[config.mk]
export PLATFORM = sky130hd
export DESIGN_NAME = compass_heading_deadband
export DESIGN_NICKNAME = d
export VERILOG_FILES = /design/src/rtl/chd_pkg.sv /design/src/rtl/compass_heading_deadband.sv /design/src/rtl/chd_front.sv /design/src/rtl/chd_queue.sv /design/src/rtl/chd_cordic.sv /design/src/rtl/chd_post.sv
export SDC_FILE = /design/constraint.sdc
export NUM_CORES = 2
export LEC_CHECK = 0
export BUFFER_PORTS_ARGS = -buffer_cell sky130_fd_sc_hd__buf_2
export CELL_PAD_IN_SITES_DETAIL_PLACEMENT = 2
export CELL_PAD_IN_SITES_GLOBAL_PLACEMENT = 2
export CORE_UTILIZATION = 44
export DETAILED_ROUTE_END_ITERATION = 10
export PLACE_DENSITY_LB_ADDON = 0.1
export SYNTH_ARGS = -nofsm -noshare
export SYNTH_HDL_FRONTEND = slang
export SYNTH_HIERARCHICAL = 1
export SYNTH_SLANG_ARGS = --single-unit
[constraint.sdc]
create_clock -name clk -period 7.6 [get_ports clk]
set_input_delay 1.52 -clock clk [delete_from_list [all_inputs] [get_ports clk]]
set_output_delay 1.52 -clock clk [all_outputs]
set_load 0.02 [all_outputs]
[src/rtl/chd_pkg.sv]
package chd_pkg;

	localparam int CORDIC_STEPS = 16;
	localparam int ATAN_LEN = 24;
	localparam int CORDIC_ITERS = (CORDIC_STEPS < ATAN_LEN) ? CORDIC_STEPS : ATAN_LEN;
	localparam int STEP_W = $clog2(CORDIC_ITERS + 1);
	localparam int ATAN_IDX_W = $clog2(ATAN_LEN);
	localparam int ATAN_W = 16;

	localparam logic [ATAN_W-1:0] ATAN_TAB [ATAN_LEN] = '{
		16'd51472, 16'd30386, 16'd16055, 16'd8150, 16'd4091, 16'd2047, 16'd1024, 16'd512,
		16'd256, 16'd128, 16'd64, 16'd32, 16'd16, 16'd8, 16'd4, 16'd2,
		16'd1, 16'd0, 16'd0, 16'd0, 16'd0, 16'd0, 16'd0, 16'd0
	};

	localparam int MAG_W = 16;
	localparam int PRESCALE_SH = 8;
	localparam int XY_W = 26;
	localparam int Z_W = 20;
	localparam logic signed [Z_W-1:0] PI_Q16 = 20'sd205887;

	localparam int ANG_W = 21;
	localparam logic signed [ANG_W-1:0] TWO_PI_Q16 = 21'sd411775;
	localparam int WRAP_W = 19;

	localparam int DPR_W = 22;
	localparam logic [DPR_W-1:0] DEG_PER_RAD = 22'd3754936;
	localparam int PROD_W = WRAP_W + DPR_W;
	localparam int DEG_FRAC_W = 32;

	localparam int N_W = 16;
	localparam logic [7:0] REMAP_MUL = 8'd179;
	localparam int RECIP_W = 17;
	localparam logic [RECIP_W-1:0] RECIP_239 = 17'd70198;
	localparam int RECIP_SH = 24;
	localparam int RECIP_PROD_W = N_W + RECIP_W;

	localparam int HEADING_W = 9;
	localparam logic [HEADING_W-1:0] LOW_END = 9'd240;
	localparam logic [HEADING_W-1:0] HI_BASE = 9'd180;

	localparam int DECL_W = 19;
	localparam int BAND_W = 4;
	localparam int CFG_INDEX_W = 1;
	localparam int CFG_DATA_W = 19;
	localparam logic [CFG_INDEX_W-1:0] REG_DECLINATION = 1'b0;
	localparam logic [CFG_INDEX_W-1:0] REG_DEADBAND = 1'b1;
	localparam logic signed [DECL_W-1:0] DECL_RESET = 19'sd590;
	localparam logic [BAND_W-1:0] BAND_RESET = 4'd3;

	localparam int QUEUE_DEPTH = 2;

	typedef struct packed {
		logic signed [MAG_W-1:0] mag_x;
		logic signed [MAG_W-1:0] mag_y;
	} in_item_t;

	typedef struct packed {
		logic [HEADING_W-1:0] heading_degrees;
		logic held;
	} out_item_t;

	typedef struct packed {
		logic signed [DECL_W-1:0] declination_offset;
		logic [BAND_W-1:0] deadband_degrees;
	} cfg_t;

	typedef struct packed {
		logic signed [XY_W-1:0] x;
		logic signed [XY_W-1:0] y;
		logic signed [Z_W-1:0] z;
		logic zero;
	} front_item_t;

	typedef struct packed {
		logic signed [Z_W-1:0] z;
	} cordic_res_t;

endpackage

[src/rtl/compass_heading_deadband.sv]
// Throughput is set by the shared iterative CORDIC rotation unit: it loads an item, then
// performs one micro-rotation per cycle and accepts the next item only as its result is taken.
// A two-entry queue decouples input classification from the CORDIC and post pipeline.
// Reset clears all handshake state, sets declination to 590 and deadband to 3,
// and clears the last reported heading to 0.
module compass_heading_deadband import chd_pkg::*; (
	input logic clk,
	input logic arst_n,
	input in_item_t in_data,
	input logic in_valid,
	output logic in_ready,
	output out_item_t out_data,
	output logic out_valid,
	input logic out_ready,
	input logic cfg_wr_en,
	input logic [CFG_INDEX_W-1:0] cfg_index,
	input logic [CFG_DATA_W-1:0] cfg_data
);

	cfg_t cfg_q;
	front_item_t front_item;
	logic front_valid;
	logic front_ready;
	front_item_t queue_item;
	logic queue_valid;
	logic queue_ready;
	cordic_res_t cordic_res;
	logic cordic_valid;
	logic cordic_ready;

	always_ff @(posedge clk or negedge arst_n) begin
		if (!arst_n) begin
			cfg_q.declination_offset <= DECL_RESET;
			cfg_q.deadband_degrees <= BAND_RESET;
		end else if (cfg_wr_en) begin
			unique case (cfg_index)
				REG_DECLINATION: cfg_q.declination_offset <= signed'(cfg_data[DECL_W-1:0]);
				REG_DEADBAND: cfg_q.deadband_degrees <= cfg_data[BAND_W-1:0];
			endcase
		end
	end

	chd_front u_front (
		.clk(clk),
		.arst_n(arst_n),
		.in_data(in_data),
		.in_valid(in_valid),
		.in_ready(in_ready),
		.item(front_item),
		.item_valid(front_valid),
		.item_ready(front_ready)
	);

	chd_queue u_queue (
		.clk(clk),
		.arst_n(arst_n),
		.push_data(front_item),
		.push_valid(front_valid),
		.push_ready(front_ready),
		.pop_data(queue_item),
		.pop_valid(queue_valid),
		.pop_ready(queue_ready)
	);

	chd_cordic u_cordic (
		.clk(clk),
		.arst_n(arst_n),
		.item(queue_item),
		.item_valid(queue_valid),
		.item_ready(queue_ready),
		.res(cordic_res),
		.res_valid(cordic_valid),
		.res_ready(cordic_ready)
	);

	chd_post u_post (
		.clk(clk),
		.arst_n(arst_n),
		.cfg(cfg_q),
		.res(cordic_res),
		.res_valid(cordic_valid),
		.res_ready(cordic_ready),
		.out_data(out_data),
		.out_valid(out_valid),
		.out_ready(out_ready)
	);

endmodule

[src/rtl/chd_front.sv]
module chd_front import chd_pkg::*; (
	input logic clk,
	input logic arst_n,
	input in_item_t in_data,
	input logic in_valid,
	output logic in_ready,
	output front_item_t item,
	output logic item_valid,
	input logic item_ready
);

	logic vld_s1;
	front_item_t item_s1;
	front_item_t cls;
	logic signed [XY_W-1:0] xw;
	logic signed [XY_W-1:0] yw;
	logic x_neg;

	assign in_ready = !vld_s1 || item_ready;
	assign item_valid = vld_s1;
	assign item = item_s1;

	always_comb begin
		x_neg = in_data.mag_x < 0;
		xw = XY_W'(in_data.mag_x) <<< PRESCALE_SH;
		yw = XY_W'(in_data.mag_y) <<< PRESCALE_SH;
		cls.x = x_neg ? -xw : xw;
		cls.y = x_neg ? -yw : yw;
		if (x_neg) begin
			cls.z = (in_data.mag_y >= 0) ? PI_Q16 : -PI_Q16;
		end else begin
			cls.z = '0;
		end
		cls.zero = (in_data.mag_x == '0) && (in_data.mag_y == '0);
	end

	always_ff @(posedge clk or negedge arst_n) begin
		if (!arst_n) begin
			vld_s1 <= 1'b0;
		end else if (in_ready) begin
			vld_s1 <= in_valid;
		end
	end

	always_ff @(posedge clk) begin
		if (in_valid && in_ready) begin
			item_s1 <= cls;
		end
	end

endmodule

[src/rtl/chd_queue.sv]
module chd_queue import chd_pkg::*; (
	input logic clk,
	input logic arst_n,
	input front_item_t push_data,
	input logic push_valid,
	output logic push_ready,
	output front_item_t pop_data,
	output logic pop_valid,
	input logic pop_ready
);

	localparam int PTR_W = (QUEUE_DEPTH > 1) ? $clog2(QUEUE_DEPTH) : 1;
	localparam int CNT_W = $clog2(QUEUE_DEPTH + 1);
	localparam logic [PTR_W-1:0] LAST_PTR = PTR_W'(QUEUE_DEPTH - 1);

	front_item_t mem_q [QUEUE_DEPTH];
	logic [PTR_W-1:0] wr_ptr_q;
	logic [PTR_W-1:0] rd_ptr_q;
	logic [CNT_W-1:0] count_q;
	logic push;
	logic pop;

	assign push_ready = count_q != CNT_W'(QUEUE_DEPTH);
	assign pop_valid = count_q != '0;
	assign pop_data = mem_q[rd_ptr_q];
	assign push = push_valid && push_ready;
	assign pop = pop_valid && pop_ready;

	always_ff @(posedge clk or negedge arst_n) begin
		if (!arst_n) begin
			wr_ptr_q <= '0;
			rd_ptr_q <= '0;
			count_q <= '0;
		end else begin
			if (push) begin
				wr_ptr_q <= (wr_ptr_q == LAST_PTR) ? '0 : wr_ptr_q + 1'b1;
			end
			if (pop) begin
				rd_ptr_q <= (rd_ptr_q == LAST_PTR) ? '0 : rd_ptr_q + 1'b1;
			end
			if (push && !pop) begin
				count_q <= count_q + 1'b1;
			end else if (pop && !push) begin
				count_q <= count_q - 1'b1;
			end
		end
	end

	always_ff @(posedge clk) begin
		if (push) begin
			mem_q[wr_ptr_q] <= push_data;
		end
	end

endmodule

[src/rtl/chd_cordic.sv]
module chd_cordic import chd_pkg::*; (
	input logic clk,
	input logic arst_n,
	input front_item_t item,
	input logic item_valid,
	output logic item_ready,
	output cordic_res_t res,
	output logic res_valid,
	input logic res_ready
);

	logic busy_q;
	logic [STEP_W-1:0] step_q;
	logic signed [XY_W-1:0] x_q;
	logic signed [XY_W-1:0] y_q;
	logic signed [Z_W-1:0] z_q;
	logic zero_q;

	logic finished;
	logic load;
	logic iterate;
	logic signed [XY_W-1:0] xs;
	logic signed [XY_W-1:0] ys;
	logic signed [Z_W-1:0] atan_ext;

	assign finished = step_q == STEP_W'(CORDIC_ITERS);
	assign res_valid = busy_q && finished;
	assign item_ready = !busy_q || (finished && res_ready);
	assign load = item_valid && item_ready;
	assign iterate = busy_q && !finished;
	assign res.z = zero_q ? '0 : z_q;

	always_comb begin
		xs = x_q >>> step_q;
		ys = y_q >>> step_q;
		atan_ext = signed'(Z_W'(ATAN_TAB[ATAN_IDX_W'(step_q)]));
	end

	always_ff @(posedge clk or negedge arst_n) begin
		if (!arst_n) begin
			busy_q <= 1'b0;
			step_q <= '0;
		end else if (load) begin
			busy_q <= 1'b1;
			step_q <= '0;
		end else if (iterate) begin
			step_q <= step_q + 1'b1;
		end else if (res_valid && res_ready) begin
			busy_q <= 1'b0;
		end
	end

	always_ff @(posedge clk) begin
		if (load) begin
			x_q <= item.x;
			y_q <= item.y;
			z_q <= item.z;
			zero_q <= item.zero;
		end else if (iterate) begin
			if (y_q >= 0) begin
				x_q <= x_q + ys;
				y_q <= y_q - xs;
				z_q <= z_q + atan_ext;
			end else begin
				x_q <= x_q - ys;
				y_q <= y_q + xs;
				z_q <= z_q - atan_ext;
			end
		end
	end

endmodule

[src/rtl/chd_post.sv]
module chd_post import chd_pkg::*; (
	input logic clk,
	input logic arst_n,
	input cfg_t cfg,
	input cordic_res_t res,
	input logic res_valid,
	output logic res_ready,
	output out_item_t out_data,
	output logic out_valid,
	input logic out_ready
);

	logic en;
	logic vld_s1, vld_s2, vld_s3, vld_s4, vld_s5, vld_s6, vld_s7;

	logic signed [ANG_W-1:0] ang_s1;
	logic signed [ANG_W-1:0] ang_s2;
	logic [WRAP_W-1:0] ang_s3;
	logic [PROD_W-1:0] prod_s4;
	logic [HEADING_W-1:0] deg_s5;
	logic half_s5;
	logic [N_W-1:0] num_s5;
	logic [HEADING_W-1:0] deg_s6;
	logic half_s6;
	logic [HEADING_W-1:0] quo_s6;
	out_item_t out_s7;
	logic [HEADING_W-1:0] last_heading_q;

	logic signed [ANG_W-1:0] ang2_d;
	logic signed [ANG_W-1:0] ang3_d;
	logic [RECIP_PROD_W-1:0] recip_prod;
	logic [HEADING_W-1:0] hi_off;
	logic [HEADING_W-1:0] hi_scaled;
	logic [HEADING_W-1:0] heading;
	logic [HEADING_W:0] h_ext;
	logic [HEADING_W:0] p_ext;
	logic [HEADING_W:0] b_ext;
	logic in_band;
	out_item_t result;

	assign en = !vld_s7 || out_ready;
	assign res_ready = en;
	assign out_valid = vld_s7;
	assign out_data = out_s7;

	always_comb begin
		if (ang_s1 < 0) begin
			ang2_d = ang_s1 + TWO_PI_Q16;
		end else if (ang_s1 >= TWO_PI_Q16) begin
			ang2_d = ang_s1 - TWO_PI_Q16;
		end else begin
			ang2_d = ang_s1;
		end
		ang3_d = (ang_s2 < 0) ? ang_s2 + TWO_PI_Q16 : ang_s2;
		recip_prod = RECIP_PROD_W'(num_s5) * RECIP_PROD_W'(RECIP_239);
	end

	always_comb begin
		hi_off = deg_s6 - LOW_END;
		hi_scaled = (hi_off + (hi_off << 1)) >> 1;
		priority if (deg_s6 >= LOW_END) begin
			heading = hi_scaled + HI_BASE;
		end else if (deg_s6 != '0) begin
			heading = quo_s6;
		end else begin
			heading = HEADING_W'(half_s6);
		end
		h_ext = {1'b0, heading};
		p_ext = {1'b0, last_heading_q};
		b_ext = (HEADING_W + 1)'(cfg.deadband_degrees);
		in_band = (h_ext < p_ext + b_ext) && (h_ext + b_ext > p_ext);
		result.heading_degrees = in_band ? last_heading_q : heading;
		result.held = in_band;
	end

	always_ff @(posedge clk or negedge arst_n) begin
		if (!arst_n) begin
			vld_s1 <= 1'b0;
			vld_s2 <= 1'b0;
			vld_s3 <= 1'b0;
			vld_s4 <= 1'b0;
			vld_s5 <= 1'b0;
			vld_s6 <= 1'b0;
			vld_s7 <= 1'b0;
			last_heading_q <= '0;
		end else if (en) begin
			vld_s1 <= res_valid;
			vld_s2 <= vld_s1;
			vld_s3 <= vld_s2;
			vld_s4 <= vld_s3;
			vld_s5 <= vld_s4;
			vld_s6 <= vld_s5;
			vld_s7 <= vld_s6;
			if (vld_s6) begin
				last_heading_q <= result.heading_degrees;
			end
		end
	end

	always_ff @(posedge clk) begin
		if (en) begin
			ang_s1 <= ANG_W'(res.z) + ANG_W'(cfg.declination_offset);
			ang_s2 <= ang2_d;
			ang_s3 <= WRAP_W'(ang3_d);
			prod_s4 <= PROD_W'(ang_s3) * PROD_W'(DEG_PER_RAD);
			deg_s5 <= prod_s4[PROD_W-1:DEG_FRAC_W];
			half_s5 <= prod_s4[DEG_FRAC_W-1];
			num_s5 <= N_W'(N_W'(prod_s4[PROD_W-1:DEG_FRAC_W]) * N_W'(REMAP_MUL));
			deg_s6 <= deg_s5;
			half_s6 <= half_s5;
			quo_s6 <= recip_prod[RECIP_SH +: HEADING_W];
			out_s7 <= result;
		end
	end

endmodule

* Yosys cells after proc, flatten, opt, wreduce, memory -nomap -nowiden
Memory sizes are Yosys's and may differ from the RTL's. Cells that the tools add are included.
Storage, ports and cells: word-level logic and storage cells 145, bits of input ports 57, output and inout bits 12, flip-flop bits (word level) 350, bits in read-only memories 512, RAM bits 146, memories kept 2
Memories:
- (no name shown) | depth 32, width 16, rd ports 1, clocked after Yosys merged registers in 0, wr ports 0, RTL line chd_cordic.sv:36 | atan_ext = signed'(Z_W'(ATAN_TAB[ATAN_IDX_W'(step_q)]));
- u_queue.mem_q | depth 2, width 73, rd ports 1, clocked after Yosys merged registers in 0, wr ports 1, RTL line chd_queue.sv:16 | front_item_t mem_q [QUEUE_DEPTH];
Operators by class: order comparisons 10, reduce and logical (&&, ||, !) cells 31, mux-type cells 32, multiply operators 3, bitwise operators 2, shifts and indexed selects 2, add/subtract/negate cells 22, equality and inequality tests 3
Operator list (number):
- two-way mux 26 bit | 8
- two-way mux 20 bit | 5
- adder 26 bit | 2
- negator 24 -> 26 bit | 2
- >>> shifter 26 x 5 -> 26 bit | 2
- subtractor 26 bit | 2
- less-than comparator 21 x 1 -> 1 bit (second input constant) | 2
- two-way mux 21 bit | 2
- multiplier 19 x 19 -> 38 bit (second input constant) | 1
- zero test 16 bit | 2
- multiplier 16 x 16 -> 32 bit (second input constant) | 1
- two-way mux 16 bit | 2
- two-way mux 9 bit | 3
- >= comparator 26 x 1 -> 1 bit (second input constant) | 1
- adder 20 x 19 -> 21 bit | 1
- adder 21 x 20 -> 21 bit (second input constant) | 1
- >= comparator 21 x 20 -> 1 bit (second input constant) | 1
- subtractor 21 x 20 -> 21 bit (second input constant) | 1
- adder 20 x 17 -> 20 bit | 1
- adder 9 x 4 -> 10 bit | 2
- subtractor 20 x 17 -> 20 bit | 1
- adder 19 x 18 -> 19 bit (second input constant) | 1
- two-way mux 19 bit | 1
- >= comparator 16 x 1 -> 1 bit (second input constant) | 1
- 26 further kinds | 59

* Longest topological paths before layout
depth after elaboration 8, mapped depth 29, mapped depth without buffers 23

* Cells and area by module
The synthesis kept the hierarchy.
By module, submodules not included:
- chd_post | area each 19105.8 um2, seq. area each 4124.0 um2, times used 1, cells each 1823
- chd_cordic | area each 11621.1 um2, seq. area each 2342.2 um2, times used 1, cells each 1384
- chd_queue | area each 5709.2 um2, seq. area each 4484.3 um2, times used 1, cells each 245
- chd_front | area each 2247.2 um2, seq. area each 1226.2 um2, times used 1, cells each 181
- compass_heading_deadband | area each 929.6 um2, seq. area each 584.3 um2, times used 1, cells each 50

* Worst setup path before layout
No wires, ideal clock.
path kind input to register, start in out_ready, end reg u_cordic.x_q[0] (enable), path slack 0.491 ns, required time 7.168 ns, data arrival time 6.677 ns, setup time 0.432 ns, path buffers 3, cell stages on the path 9, cells stage by stage nor2b_1 > clkbuf_1 > inv_1 > nand2_1 > nand2_1 > nand2_1 > clkbuf_1 > buf_1 > nand2_1
Between the ends: word-level cells in the longest chain between the ends 5
RTL lines:
- start: declaration | RTL line compass_heading_deadband.sv:14 | input logic out_ready,
- logical OR 1 bit | RTL line chd_post.sv:41 | assign en = !vld_s7 || out_ready;
- net cordic_ready | RTL line compass_heading_deadband.sv:29 | logic cordic_ready;
- logical AND 1 bit | RTL line chd_cordic.sv:28 | assign item_ready = !busy_q || (finished && res_ready);
- logical OR 1 bit | RTL line chd_cordic.sv:28
- net queue_ready | RTL line compass_heading_deadband.sv:26 | logic queue_ready;
- logical AND 1 bit | RTL line chd_cordic.sv:29 | assign load = item_valid && item_ready;
- nonzero test 2 bit (no source line)
- end signal: assignment | RTL line chd_cordic.sv:55 | x_q <= item.x;
- end signal: assignment | RTL line chd_cordic.sv:61 | x_q <= x_q + ys;
- end signal: assignment | RTL line chd_cordic.sv:65 | x_q <= x_q - ys;
- end: declaration | RTL line chd_cordic.sv:14 | logic signed [XY_W-1:0] x_q;
The timed path passes the listed nets, and every way through them passes these cells. A chain may end at the register's enable or synchronous reset.

* Worst setup path in the final report
start reg u_cordic.step_q[1], end reg u_cordic.y_q[25], data pin
Between the ends: word-level cells in the longest chain between the ends 5, elaborated cells between the ends (all ways) 10, classes of those cells add/sub (2); eq/ne (1); shift (1); mux (3); reduce/logical (3)
RTL lines:
- start: declaration | RTL line chd_cordic.sv:13 | logic [STEP_W-1:0] step_q;
- start signal: assignment | RTL line chd_cordic.sv:47 | step_q <= step_q + 1'b1;
- >>> shifter 26 x 5 -> 26 bit / equality test 5 bit (equally long branches) | RTL line chd_cordic.sv:34, chd_cordic.sv:26
- adder 26 bit (tied with other cells) | RTL line chd_cordic.sv:66 | y_q <= y_q + xs;
- two-way mux 26 bit / logical OR 1 bit (equally long branches) | RTL line chd_cordic.sv:60, chd_cordic.sv:28
- two-way mux 26 bit / logical AND 1 bit (equally long branches) | RTL line chd_cordic.sv:59, chd_cordic.sv:29
- two-way mux 26 bit (*) | RTL line chd_cordic.sv:54 | if (load) begin
- end signal: assignment | RTL line chd_cordic.sv:56 | y_q <= item.y;
- end signal: assignment | RTL line chd_cordic.sv:62 | y_q <= y_q - xs;
- end signal: assignment | RTL line chd_cordic.sv:66
- end: declaration | RTL line chd_cordic.sv:15 | logic signed [XY_W-1:0] y_q;
Mark *: on every way between the ends. The rest lies on a longest branch, timed or not. The select of a mux whose other input is x is not followed.

==> results.txt <==
diode count -> 0
EDFF count, synth -> 383
Max Cap Viol -> 0
Die Area -> 0.0912 mm2
worst path cell trace -> nor3_1, mux2i_1, buf_4, mux2i_1, a211oi_2, ha_1, nand3_1, or2_2, o21ai_0, xor2_1, ha_1, or2_2, a31o_2, o311ai_0, o211ai_1, o41a_1, a31o_2, or4_1, and3_1
register area share after synthesis -> 32.2%
number of routed nets with antenna violations -> 0
WHS Path Cells -> 0
reg-to-reg setup timing slack -> 0.66 ns
CP Max Fanout -> 70
Die Span X -> 302 um
leading post-synthesis cells by cell area -> edfxtp_1, ha_1, fa_1
Worst Max-Slew Pin Slew -> 1.34 ns
synth warn -> 6
Gate Count Post-Synth -> 3683
post-route cell area -> 0.0427 mm2
Worst setup SP type -> register
largest net degree at the start of global routing -> 71
fin crit period -> 6.94 ns
# IOs -> 69
Fin. Hold Viols -> 0
drt total wl -> 122 mm
FF+latch area -> 0.0128 mm2
slowest CP cell -> dfrtp_4
layout cell share with drive strength beyond 1 -> 12.3%
Yosys reg bits -> 433
Synth Area per Inst -> 10.8 um2
Reg2Reg Depth -> 19
CP peak stage delay -> 0.82 ns
DRC Markers -> 1
leading area contributor after synthesis -> edfxtp_1
area of the multi-input gates -> 0.0243 mm2
Post-CTS Setup Bufs -> 0
cts repair resizes -> 0
initial antenna violation count -> 1
dpl cell area -> 0.0409 mm2
top-count cell post-synth -> ha_1
CTS sink cnt -> 433
GRT overflow -> 0
crit path from -> u_cordic/step_q[1]
wire per inst -> 24.7 um
Initial Util -> 44.6%
Crit Reg-Reg Startpoint -> u_cordic/step_q[1]
filler instances -> 9065
critical hold path startpoint -> u_post/deg_s5[8]
synthesized area -> 0.0396 mm2
critical path class -> register to register
Max Slew Vio Count -> 0
Total Nets Final -> 4478
Max H-tree Level -> 2
post-DR vias/cell -> 5.74
maximum buffer depth of the clock tree -> 3
first-pass detailed-route iteration total -> 8
first-pass GRT wire length -> 191 mm
status -> complete, but fails checks
fmax -> 144 MHz
Root Buffer -> clkbuf_16
CTS tree -> yes
post-synth top area share -> 29.0%
Final GP Congestion -> 0.920
CP endpoint kind -> register
violated checks -> design-rule violations
worst r2r dst -> u_cordic/y_q[25]
I/O Buffers -> 68
Final period util -> 91.3%
unrepaired setup endpoints after global routing -> false
CTS Hold Buffers Added -> 0
worst hold-check path type -> register to register
slew margin rel. -> 10.3%
initial DRC count -> 1185
most frequent cells after synthesis -> ha_1, inv_1, edfxtp_1
arrival time at the worst endpoint -> 7.33 ns
TNS Setup -> 0 ns
Layout area overhead -> 7.70%
GRT Total Usage -> 27.0%
asr flop ratio synth -> 11.5%
Final Skew -> 0.0592 ns
worst endpoint required time -> 7.99 ns
Core Box Area -> 0.0888 mm2
Yosys cell types -> 116
Die H -> 302 um
Hold Path End -> u_post/deg_s6[8]
Num CTS Buffers -> 53
Clock Latency Late Sink -> 0.66 ns
Main synth FF type -> edfxtp_1
Finish-stage setup viols -> 0
hpwl dp -> 97.0 mm
clock slew at reported path FFs -> 0.07 ns
Vias -> 28200
cell row count -> 109
number of global-route vias before repair -> 32300
-- flip-flops by register name, summed over array words and instances (netlist names), 5 cells and up --
register               count
u_post/deg_s5              9
u_cordic/z_q              20
u_post/out_data           10
u_cordic/y_q              26
u_queue/mem_q            146
u_post/ang_s1             21
u_front/item              40
u_post/quo_s6              9
u_post/deg_s6              9
u_post/prod_s4            10
u_post/last_heading_q      9
u_cordic/step_q            5
cfg_q                     23
u_cordic/x_q              26
u_post/ang_s2             20
u_post/ang_s3             19
u_post/num_s5             15
-- area by class of cell --
class / instances / area share [%]
inverters: 476 / 4.21
clock inverters: 35 / 0.777
multi-input cells: 2649 / 57.0
well taps: 1165 / 3.42
clock buffers: 65 / 3.28
repair buffers: 102 / 1.40
flip-flops and latches: 433 / 29.9
-- metal layers --
metal  track usage (%)  wire, um  part of all wire (%)
met1              33.5     51700                    43
met2              49.8     63700                    52
met3              2.14      2610                   2.1
met4              8.03      3590                   3.0
met5                 0         0                     0
-- worst max path at each step --
stage | depth (start not counted) | to | slack [ns]
2_1_floorplan | 9 | u_cordic/x_q[0] | 0.49
3_3_place_gp | 18 | u_cordic/y_q[25] | 0.83
5_1_grt | 18 | u_cordic/x_q[15] | 0.30
4_1_cts | 19 | u_cordic/y_q[25] | 0.61
3_5_place_dp | 18 | u_cordic/y_q[25] | 0.68
6_report | 19 | u_cordic/y_q[25] | 0.66
-- through the flow --
| stage | util, % | hold slack, ns | setup WS (ns) | instances |
|---|---|---|---|---|
| 3_5_place_dp | 46.1 | 0.407 | 0.680 | 4825 |
| 6_report | 48.1 | 0.417 | 0.662 | 4925 |
| 5_1_grt | 48.1 | 0.434 | 0.304 | 4925 |
| 3_3_place_gp | 46.1 | 0.403 | 0.829 | 4825 |
| 4_1_cts | 48.1 | 0.420 | 0.605 | 4925 |
| 2_1_floorplan | - | 0.400 | 0.491 | 3700 |
-- placed cells by master, fill, tap and decap left out, types with 15 or more instances in the layout --
cell / n
fa_1: 211
o211ai_1: 24
a31oi_1: 26
nor2_1: 199
inv_1: 471
nand3_1: 58
and3_1: 20
nand4_1: 27
o21bai_1: 15
o31ai_1: 39
nor2b_1: 42
mux2_2: 76
ha_1: 495
o21a_1: 34
a21oi_1: 177
a21o_1: 49
a211oi_1: 23
mux4_2: 38
clkbuf_16: 53
nor3_1: 60
edfxtp_1: 383
nor4_1: 18
or3_1: 20
mux2i_1: 46
o21ai_0: 140
buf_2: 68
xnor2_1: 164
nand2_1: 207
mux2_4: 71
dfrtp_1: 37
conb_1: 18
or2_2: 16
xor2_1: 83
clkinv_2: 15
buf_4: 34
nand2b_1: 30
and2_1: 18
-- kinds of logic (layout without fill, tap and decap cells) --
logic type,count (synthesis),count (layout),share of synthesized area (%)
AOI/OAI and AO/OA,658,658,10.9
buffers and inverters,618,678,6.64
adders and majority gates,706,706,26.3
muxes,238,238,8.46
xor gates and xnor gates,248,248,5.52
other,1,18,0.00947
DFF,433,433,32.2
and+or+nand+nor,781,781,9.94
-- worst max-delay path, delay by kind of cell (launching register included) --
family | cells | cell delay (ns)
compound gates | 7 | 2.30
simple gates | 6 | 2.19
flops | 1 | 0.82
fa+ha+maj | 2 | 0.58
mux | 2 | 0.38
xor+xnor | 1 | 0.22
buf+inv | 1 | 0.17
Power is left out: the tool's default activity adds up to more than one toggle a clock period on the data nets, which glitch-free logic cannot reach.
